`config.mk`:
```
export PLATFORM = sky130hd
export DESIGN_NAME = differential_drive_brake_duty_flat
export DESIGN_NICKNAME = d
export VERILOG_FILES = /design/src/hw/rtl/ddbd_pkg.sv /design/src/hw/rtl/ddbd_if.sv /design/src/hw/rtl/differential_drive_brake_duty.sv /design/src/flat_wrapper.sv
export SDC_FILE = /design/constraint.sdc
export NUM_CORES = 2
export LEC_CHECK = 0
export ABC_AREA = 1
export BUFFER_PORTS_ARGS = -buffer_cell sky130_fd_sc_hd__buf_2
export CELL_PAD_IN_SITES_DETAIL_PLACEMENT = 2
export CELL_PAD_IN_SITES_GLOBAL_PLACEMENT = 2
export CORE_MARGIN = 1.5
export CORE_UTILIZATION = 44
export CTS_CLUSTER_SIZE = 12
export DETAILED_ROUTE_END_ITERATION = 7
export GPL_TIMING_DRIVEN = 0
export PLACE_DENSITY_LB_ADDON = 0.1
export SLEW_MARGIN = 20
export SYNTH_ARGS = -nofsm -noshare
export SYNTH_HDL_FRONTEND = slang
export SYNTH_SLANG_ARGS = --single-unit
```
`constraint.sdc`:
```
create_clock -name clock -period 30.9 [get_ports clock]
set_input_delay 6.18 -clock clock [delete_from_list [all_inputs] [get_ports clock]]
set_output_delay 6.18 -clock clock [all_outputs]
set_load 0.01 [all_outputs]
```
`src/hw/rtl/ddbd_pkg.sv`:
```
`default_nettype none
package ddbd_pkg;

   localparam int DATA_W  = 16;
   localparam int BRAKE_W = 15;

   // per-side case picked in the first stage
   typedef enum logic [1:0] {
      MODE_PASS    = 2'd0,   // command at or above speed: duty follows command
      MODE_COAST   = 2'd1,   // positive command below speed: brake = quotient
      MODE_FULL    = 2'd2,   // zero command below speed: full brake
      MODE_REVERSE = 2'd3    // negative command: duty = -quotient
   } mode_type;

endpackage
`default_nettype wire

```
`src/hw/rtl/ddbd_if.sv`:
```
`default_nettype none
interface ddbd_req_if;
   import ddbd_pkg::*;

   logic                     valid;
   logic                     ready;
   logic signed [DATA_W-1:0] forward_cmd;
   logic signed [DATA_W-1:0] turn_cmd;
   logic signed [DATA_W-1:0] left_speed;
   logic signed [DATA_W-1:0] right_speed;

   modport source (output valid, forward_cmd, turn_cmd, left_speed, right_speed,
                   input ready);
   modport sink   (input valid, forward_cmd, turn_cmd, left_speed, right_speed,
                   output ready);
endinterface

interface ddbd_rsp_if;
   import ddbd_pkg::*;

   logic                     valid;
   logic                     ready;
   logic signed [DATA_W-1:0] left_duty;
   logic        [BRAKE_W-1:0] left_brake;
   logic signed [DATA_W-1:0] right_duty;
   logic        [BRAKE_W-1:0] right_brake;

   modport source (output valid, left_duty, left_brake, right_duty, right_brake,
                   input ready);
   modport sink   (input valid, left_duty, left_brake, right_duty, right_brake,
                   output ready);
endinterface
`default_nettype wire

```
`src/hw/rtl/differential_drive_brake_duty.sv`:
```
`default_nettype none
// Differential-drive duty and brake calculator. Each item on req_ch carries a
// forward and a turn command and the measured speed of each wheel side, all
// signed fixed point with FRAC_BITS fraction bits (1.0 = 2**FRAC_BITS). The
// block forms left = forward - turn and right = forward + turn, clamps each to
// +-1.0, and gives per side a motor duty and a brake duty on rsp_ch. Negative
// speed is mirrored. Above speed the duty follows the command; below speed a
// non-negative command brakes by (speed - cmd) / speed and a negative command
// drives by (cmd - speed) / (1 + speed), both truncated toward zero. One item
// is taken every cycle while rsp_ch does not stall; the pipe has one prep
// stage, one restoring-divider stage per quotient bit, FRAC_BITS + 1 of them,
// and the output register. The divider pipeline, one compare-subtract per
// stage and one per side, sets the depth. A stall on rsp_ch backs up the pipe,
// filling empty stages first; no item is dropped or repeated. Results wider
// than the output fields (only for FRAC_BITS above 14) carry the low bits.
module differential_drive_brake_duty #(
   parameter int FRAC_BITS = 14
) (
   input  wire logic  clock,
   input  wire logic  reset,
   ddbd_req_if.sink   req_ch,
   ddbd_rsp_if.source rsp_ch
);
   import ddbd_pkg::*;

   // working width: holds +-(2**FRAC_BITS + 2**15) with room to spare
   localparam int SW   = ((FRAC_BITS > DATA_W) ? FRAC_BITS : DATA_W) + 3;
   localparam int DW   = SW - 1;             // unsigned remainder / divisor
   localparam int QW   = FRAC_BITS + 1;      // quotient lies in 0..ONE
   localparam int BW   = (QW > BRAKE_W) ? QW : BRAKE_W;
   localparam int P    = FRAC_BITS + 1;      // divider stages
   localparam int LAST = P + 1;              // output register stage

   localparam logic signed [SW-1:0] ONE_S = SW'(1) << FRAC_BITS;
   localparam logic        [QW-1:0] ONE_Q = QW'(1) << FRAC_BITS;

   // ---------------------------------------------------------------------
   // Flow control: each stage loads when it is empty or its successor moves.
   // ---------------------------------------------------------------------
   logic [LAST:0]   v_ff;
   logic [LAST:0]   v_in;
   logic [LAST+1:0] rdy;

   assign rdy[LAST+1] = rsp_ch.ready;
   assign v_in        = {v_ff[LAST-1:0], req_ch.valid};

   for (genvar i = 0; i <= LAST; i++) begin : g_rdy
      assign rdy[i] = !v_ff[i] || rdy[i+1];
   end

   always_ff @(posedge clock) begin
      if (reset) begin
         v_ff <= '0;
      end else begin
         for (int i = 0; i <= LAST; i++) begin
            if (rdy[i]) begin
               v_ff[i] <= v_in[i];
            end
         end
      end
   end

   assign req_ch.ready = rdy[0];
   assign rsp_ch.valid = v_ff[LAST];

   // ---------------------------------------------------------------------
   // Side commands: index 0 is left, 1 is right.
   // ---------------------------------------------------------------------
   logic signed [SW-1:0] fwd_x;
   logic signed [SW-1:0] trn_x;
   logic signed [SW-1:0] cmd_raw [2];
   logic signed [SW-1:0] speed_x [2];

   assign fwd_x      = SW'(req_ch.forward_cmd);
   assign trn_x      = SW'(req_ch.turn_cmd);
   assign cmd_raw[0] = fwd_x - trn_x;
   assign cmd_raw[1] = fwd_x + trn_x;
   assign speed_x[0] = SW'(req_ch.left_speed);
   assign speed_x[1] = SW'(req_ch.right_speed);

   logic [DATA_W-1:0]  duty_ff  [2];
   logic [BRAKE_W-1:0] brake_ff [2];

   for (genvar sd = 0; sd < 2; sd++) begin : g_side
      // stage 0 .. P carry the case info; the divider state stops earlier
      logic        [DW-1:0] rem_ff  [P];
      logic        [DW-1:0] den_ff  [P];
      logic        [QW-1:0] q_ff    [1:P];
      mode_type             mode_ff [P+1];
      logic                 mirr_ff [P+1];
      logic signed [SW-1:0] cmd_ff  [P+1];

      // ---- stage 0: clamp, mirror, pick the case, set up the division ----
      logic signed [SW-1:0] c_val;
      logic signed [SW-1:0] s_val;
      logic                 mirr_in;
      mode_type             mode_in;
      logic        [DW-1:0] rem_in;
      logic        [DW-1:0] den_in;

      always_comb begin
         c_val = cmd_raw[sd];
         if (c_val > ONE_S) begin
            c_val = ONE_S;
         end else if (c_val < -ONE_S) begin
            c_val = -ONE_S;
         end
         s_val   = speed_x[sd];
         mirr_in = s_val < 0;
         if (mirr_in) begin
            c_val = -c_val;
            s_val = -s_val;
         end
         if (c_val >= s_val) begin
            mode_in = MODE_PASS;
         end else if (c_val > 0) begin
            mode_in = MODE_COAST;
         end else if (c_val == 0) begin
            mode_in = MODE_FULL;
         end else begin
            mode_in = MODE_REVERSE;
         end
         // both division cases share the numerator speed - cmd, and it never
         // exceeds the divisor, so the quotient fits FRAC_BITS + 1 bits
         rem_in = DW'(s_val - c_val);
         den_in = (c_val < 0) ? DW'(ONE_S + s_val) : DW'(s_val);
      end

      always_ff @(posedge clock) begin
         if (rdy[0]) begin
            rem_ff[0]  <= rem_in;
            den_ff[0]  <= den_in;
            mode_ff[0] <= mode_in;
            mirr_ff[0] <= mirr_in;
            cmd_ff[0]  <= c_val;
         end
      end

      // ---- stages 1..P: restoring division, one quotient bit per stage ----
      for (genvar k = 1; k <= P; k++) begin : g_div
         logic [DW:0]   trial;
         logic          q_bit;
         logic [QW-1:0] q_in;

         if (k == 1) begin : g_first
            assign trial = {1'b0, rem_ff[k-1]};
            assign q_in  = QW'(q_bit);
         end else begin : g_next
            assign trial = {rem_ff[k-1], 1'b0};
            assign q_in  = {q_ff[k-1][QW-2:0], q_bit};
         end

         assign q_bit = trial >= {1'b0, den_ff[k-1]};

         always_ff @(posedge clock) begin
            if (rdy[k]) begin
               q_ff[k]    <= q_in;
               mode_ff[k] <= mode_ff[k-1];
               mirr_ff[k] <= mirr_ff[k-1];
               cmd_ff[k]  <= cmd_ff[k-1];
            end
         end

         if (k < P) begin : g_carry
            logic [DW:0] diff;

            assign diff = q_bit ? (trial - {1'b0, den_ff[k-1]}) : trial;

            // remainder stays below the divisor, so DW bits hold it
            always_ff @(posedge clock) begin
               if (rdy[k]) begin
                  rem_ff[k] <= diff[DW-1:0];
                  den_ff[k] <= den_ff[k-1];
               end
            end
         end
      end

      // ---- output stage: select duty / brake, undo the mirror ----
      logic signed [SW-1:0] duty_x;
      logic signed [SW-1:0] duty_s;
      logic        [BW-1:0] brake_w;

      always_comb begin
         case (mode_ff[P])
            MODE_PASS: begin
               duty_x  = cmd_ff[P];
               brake_w = '0;
            end
            MODE_COAST: begin
               duty_x  = '0;
               brake_w = BW'(q_ff[P]);
            end
            MODE_FULL: begin
               duty_x  = '0;
               brake_w = BW'(ONE_Q);
            end
            MODE_REVERSE: begin
               duty_x  = -$signed(SW'(q_ff[P]));
               brake_w = '0;
            end
            default: begin
               duty_x  = '0;
               brake_w = '0;
            end
         endcase
         duty_s = mirr_ff[P] ? -duty_x : duty_x;
      end

      always_ff @(posedge clock) begin
         if (rdy[LAST]) begin
            duty_ff[sd]  <= duty_s[DATA_W-1:0];
            brake_ff[sd] <= brake_w[BRAKE_W-1:0];
         end
      end
   end

   assign rsp_ch.left_duty   = $signed(duty_ff[0]);
   assign rsp_ch.left_brake  = brake_ff[0];
   assign rsp_ch.right_duty  = $signed(duty_ff[1]);
   assign rsp_ch.right_brake = brake_ff[1];

endmodule
`default_nettype wire

```
`src/flat_wrapper.sv`:
```
// flat-port wrapper written by rule: the top's interface ports become plain ports
module differential_drive_brake_duty_flat import ddbd_pkg::*;
#(
   parameter int FRAC_BITS = 14
)
  (clock, reset, req_ch_valid, req_ch_forward_cmd, req_ch_turn_cmd, req_ch_left_speed, req_ch_right_speed, req_ch_ready, rsp_ch_valid, rsp_ch_left_duty, rsp_ch_left_brake, rsp_ch_right_duty, rsp_ch_right_brake, rsp_ch_ready);
  ddbd_req_if req_ch_i ();
  ddbd_rsp_if rsp_ch_i ();
  input  wire logic clock;
  input  wire logic reset;
  input wire logic [$bits(req_ch_i.valid)-1:0] req_ch_valid;
  input wire logic [$bits(req_ch_i.forward_cmd)-1:0] req_ch_forward_cmd;
  input wire logic [$bits(req_ch_i.turn_cmd)-1:0] req_ch_turn_cmd;
  input wire logic [$bits(req_ch_i.left_speed)-1:0] req_ch_left_speed;
  input wire logic [$bits(req_ch_i.right_speed)-1:0] req_ch_right_speed;
  output wire logic [$bits(req_ch_i.ready)-1:0] req_ch_ready;
  output wire logic [$bits(rsp_ch_i.valid)-1:0] rsp_ch_valid;
  output wire logic [$bits(rsp_ch_i.left_duty)-1:0] rsp_ch_left_duty;
  output wire logic [$bits(rsp_ch_i.left_brake)-1:0] rsp_ch_left_brake;
  output wire logic [$bits(rsp_ch_i.right_duty)-1:0] rsp_ch_right_duty;
  output wire logic [$bits(rsp_ch_i.right_brake)-1:0] rsp_ch_right_brake;
  input wire logic [$bits(rsp_ch_i.ready)-1:0] rsp_ch_ready;
  assign req_ch_i.valid = req_ch_valid;
  assign req_ch_i.forward_cmd = req_ch_forward_cmd;
  assign req_ch_i.turn_cmd = req_ch_turn_cmd;
  assign req_ch_i.left_speed = req_ch_left_speed;
  assign req_ch_i.right_speed = req_ch_right_speed;
  assign req_ch_ready = req_ch_i.ready;
  assign rsp_ch_valid = rsp_ch_i.valid;
  assign rsp_ch_left_duty = rsp_ch_i.left_duty;
  assign rsp_ch_left_brake = rsp_ch_i.left_brake;
  assign rsp_ch_right_duty = rsp_ch_i.right_duty;
  assign rsp_ch_right_brake = rsp_ch_i.right_brake;
  assign rsp_ch_i.ready = rsp_ch_ready;
  differential_drive_brake_duty #(.FRAC_BITS(FRAC_BITS)) u_core (.clock(clock), .reset(reset), .req_ch(req_ch_i), .rsp_ch(rsp_ch_i));
endmodule
```
==> flow_summary.ini <==
[run_status]
status = completed

[synth]
synth-seq-cells = 2007
synth_edf_count = 1990
syn-instance-count = 8416
netlist_area_um2 = 97100
avgSynthCellArea_um2 = 11.5
yosys_warnings = 0
synth_cell_types = 71
async_flop_share = 0
synth_top_area_cell = edfxtp_1
seq_area_frac_synth = 0.619
synth_flop_cell = edfxtp_1
synth_area_leaders = edfxtp_1 (62%), ha_1 (8.4%), a21oi_1 (5.1%)
synth_top_area_share = 0.615

[drt]
viasPerCell = 5.63
drc_errors = 0
routed_wirelength_um = 333000
drt-initial-drc-count = 4063
vias = 66700
ant_nets = 0
drtPass1Iterations = 7
routedWlPerCell_um = 28.1

[global_route]
grtUsageTotal = 0.297
grt_pass1_vias = 75800
grt_remaining_overflow = 0
antenna_found_initial = 7
grt_max_degree = 107
grt_pass1_wl_um = 498000

[clocking]
path_clk_slew_ns = 0.06
cts_sinks = 2007
root_buffer = clkbuf_16
h-tree-depth = 4
clkLatencyLatePin_ns = 0.93
cts_setup_buffers = 0
clk_path_buf_depth = 3
cts_buffers = 214
post_cts.resized_instances = 0
cts_tree = built
holdBufCountCts = 0

[finish]
fin_nets = 9541
fin_area_um2 = 109000
fill_cells = 21900
final_cell_mix = edfxtp_1 (1,990), inv_1 (1,183), nand2_1 (1,071)
final_common_cell = edfxtp_1
area_growth_pct = 12.0
finalNonFillerCells = 11800
drive_above_1_share = 0.0792
fin_util = 0.495

[run]
drv_cap = 0

[worst_setup_path]
worstSetupPathType = in2out
ff2ff_path_depth = 27
cp.arrival_ns = 12.78
start_kind = input port
cp_max_fo = 64
end_kind = output port
crit_required_ns = 24.72
r2r_end = u_core.g_side[1].den_ff[0][4]
reg2reg_from = u_core.v_ff[16]
ff2ff_setup_slack_ns = 23.57

[place]
placed_cells = 11400
placed_area_um2 = 102000
gp_routability_congestion = 0.839
hpwl_um = 234000
io_buffers = 130

[power]
intPower_uw = 7540
power_frac_seq = 0.398
power.total_uw = 12900
combPwrFrac = 0.405
leakage_uw = 0.0464
p_sw_frac = 0.416
clkPwrFrac = 0.197
ir_worst_vdd_v = 0.0000631
p_per_area_nw_per_um2 = 119
p_switching_uw = 5360

[sta]
rsz0062_at_grt = no
worstMarginPinSlew_ns = 1.14
fin_tns_setup_ns = 0
drv_slew = 0
hold_violations = 0
period_minus_slack_ns = 18.96
finalClockSkew_ns = 0.0962
setup_viol = 0
fin_crit_sh = 0.614
fmax_mhz = 52.7
max_slew_margin = 0.240

[hold_path]
hold_path.class = reg2reg
hold_path_depth = 0
hp-start = u_core.g_side[0].cmd_ff[0][59]
holdPathEnd = u_core.g_side[0].cmd_ff[0][78]

[floorplan]
rows = 172
core_um2 = 220000
start_util = 0.442
dieArea_um2 = 224000
dieHeight_um = 473
io_pins = 132
die_w_um = 473
==> cell usage after synthesis, types with 9 or more instances <==
master,n
buf_2,63
nand2_1,1072
ha_1,654
dfxtp_1,17
o21ai_1,58
a211oi_1,15
o21bai_1,24
a221oi_1,19
inv_2,31
a211o_1,18
nor2_4,9
nand3_2,18
nor3_1,75
xnor2_1,253
inv_1,1188
a21oi_2,10
clkbuf_1,36
buf_4,12
nor2_1,786
mux2_2,10
nand3_1,210
edfxtp_1,1990
a21o_1,22
a21oi_1,991
a31oi_1,24
o311ai_1,11
o21ai_0,187
xor2_1,284
nand2_2,50
buf_6,14
o211ai_1,16
nand4_1,73
fa_1,32
nand3b_1,9
nor2_2,16
==> power groups by stage <==
| stage | registers [uW] | logic, uW | clock network [uW] |
|---|---|---|---|
| after detailed placement | 5120 | 4890 | 0 |
| after CTS | 5130 | 5170 | 2580 |
| final | 5140 | 5220 | 2540 |
| after global routing | 5190 | 5630 | 2660 |
| after floorplan | 4700 | 3300 | 0 |
| after global placement | 4890 | 4340 | 0 |
==> per-layer routing <==
layer	part of all wire	track usage
met5	0.00012	0
met4	0.062	0.160
met3	0.034	0.0381
met2	0.54	0.567
met1	0.36	0.313
==> layout make-up <==
| type | count | area (um^2) | share of cell area |
|---|---|---|---|
| Antenna cell | 3 | 7.51 | 0.0000690 |
| Multi-Input combinational cell | 5067 | 31900 | 0.293 |
| Clock buffer | 290 | 5700 | 0.0524 |
| Tap cell | 2871 | 3590 | 0.0330 |
| Buffer | 126 | 702 | 0.00646 |
| Clock inverter | 104 | 966 | 0.00888 |
| Inverter | 1224 | 4660 | 0.0429 |
| Sequential cell | 2007 | 60100 | 0.553 |
| Timing Repair Buffer | 147 | 1120 | 0.0103 |
==> through the flow <==
stage               hold slack, ns  setup slack [ns]
floorplan                    0.400              2.57
global placement             0.403             -3.53
detailed placement           0.405             11.93
CTS                          0.368             11.70
global route                 0.378             11.47
finish                       0.376             11.94
==> sequential cells by signal, indices dropped and copies added, names as in the netlist <==
| register | cells |
|---|---|
| u_core.g_side.cmd_ff | 512 |
| u_core.g_side.q_ff | 240 |
| u_core.duty_ff | 32 |
| u_core.v_ff | 17 |
| u_core.g_side.mode_ff | 64 |
| u_core.g_side.den_ff | 540 |
| u_core.brake_ff | 30 |
| u_core.g_side.mirr_ff | 32 |
| u_core.g_side.rem_ff | 540 |
==> worst max-delay path by stage <==
stage | startpoint | to | slack [ns] | cells after the start
final | rsp_ch_ready | req_ch_ready | 11.94 | 27
after global routing | rsp_ch_ready | req_ch_ready | 11.47 | 27
after CTS | rsp_ch_ready | req_ch_ready | 11.70 | 27
after detailed placement | rsp_ch_ready | req_ch_ready | 11.93 | 27
after global placement | rsp_ch_ready | req_ch_ready | -3.53 | 26
after floorplan | rsp_ch_ready | req_ch_ready | 2.57 | 24
==> critical path, stage by stage <==
cell,delay [ns]
buf_2,0.10
nor2_2,0.15
inv_4,0.25
nor2_1,0.31
inv_4,0.18
nor2_2,0.24
inv_8,0.17
nor2_1,0.38
inv_8,0.20
nor2_2,0.25
inv_8,0.15
nor2_1,0.33
inv_8,0.18
nor2_2,0.21
inv_6,0.22
nor2_4,0.30
nand2_8,0.25
nor2_4,0.30
nand2_8,0.23
nor2_4,0.28
nand2_8,0.27
nor2_4,0.30
nand2_8,0.22
nor2_4,0.25
nand2_4,0.24
buf_16,0.29
buf_2,0.19
==> cells by family after synthesis <==
kind of cell	synth area share
flip-flops	0.619
multiplexers	0.00116
AO/OA/AOI/OAI	0.0840
adder cells (fa/ha/maj)	0.0909
buffers and inverters	0.0546
other	0.0000773
AND/OR/NAND/NOR	0.102
XOR/XNOR	0.0486
Note: power is estimated with default switching activity, not from simulation.
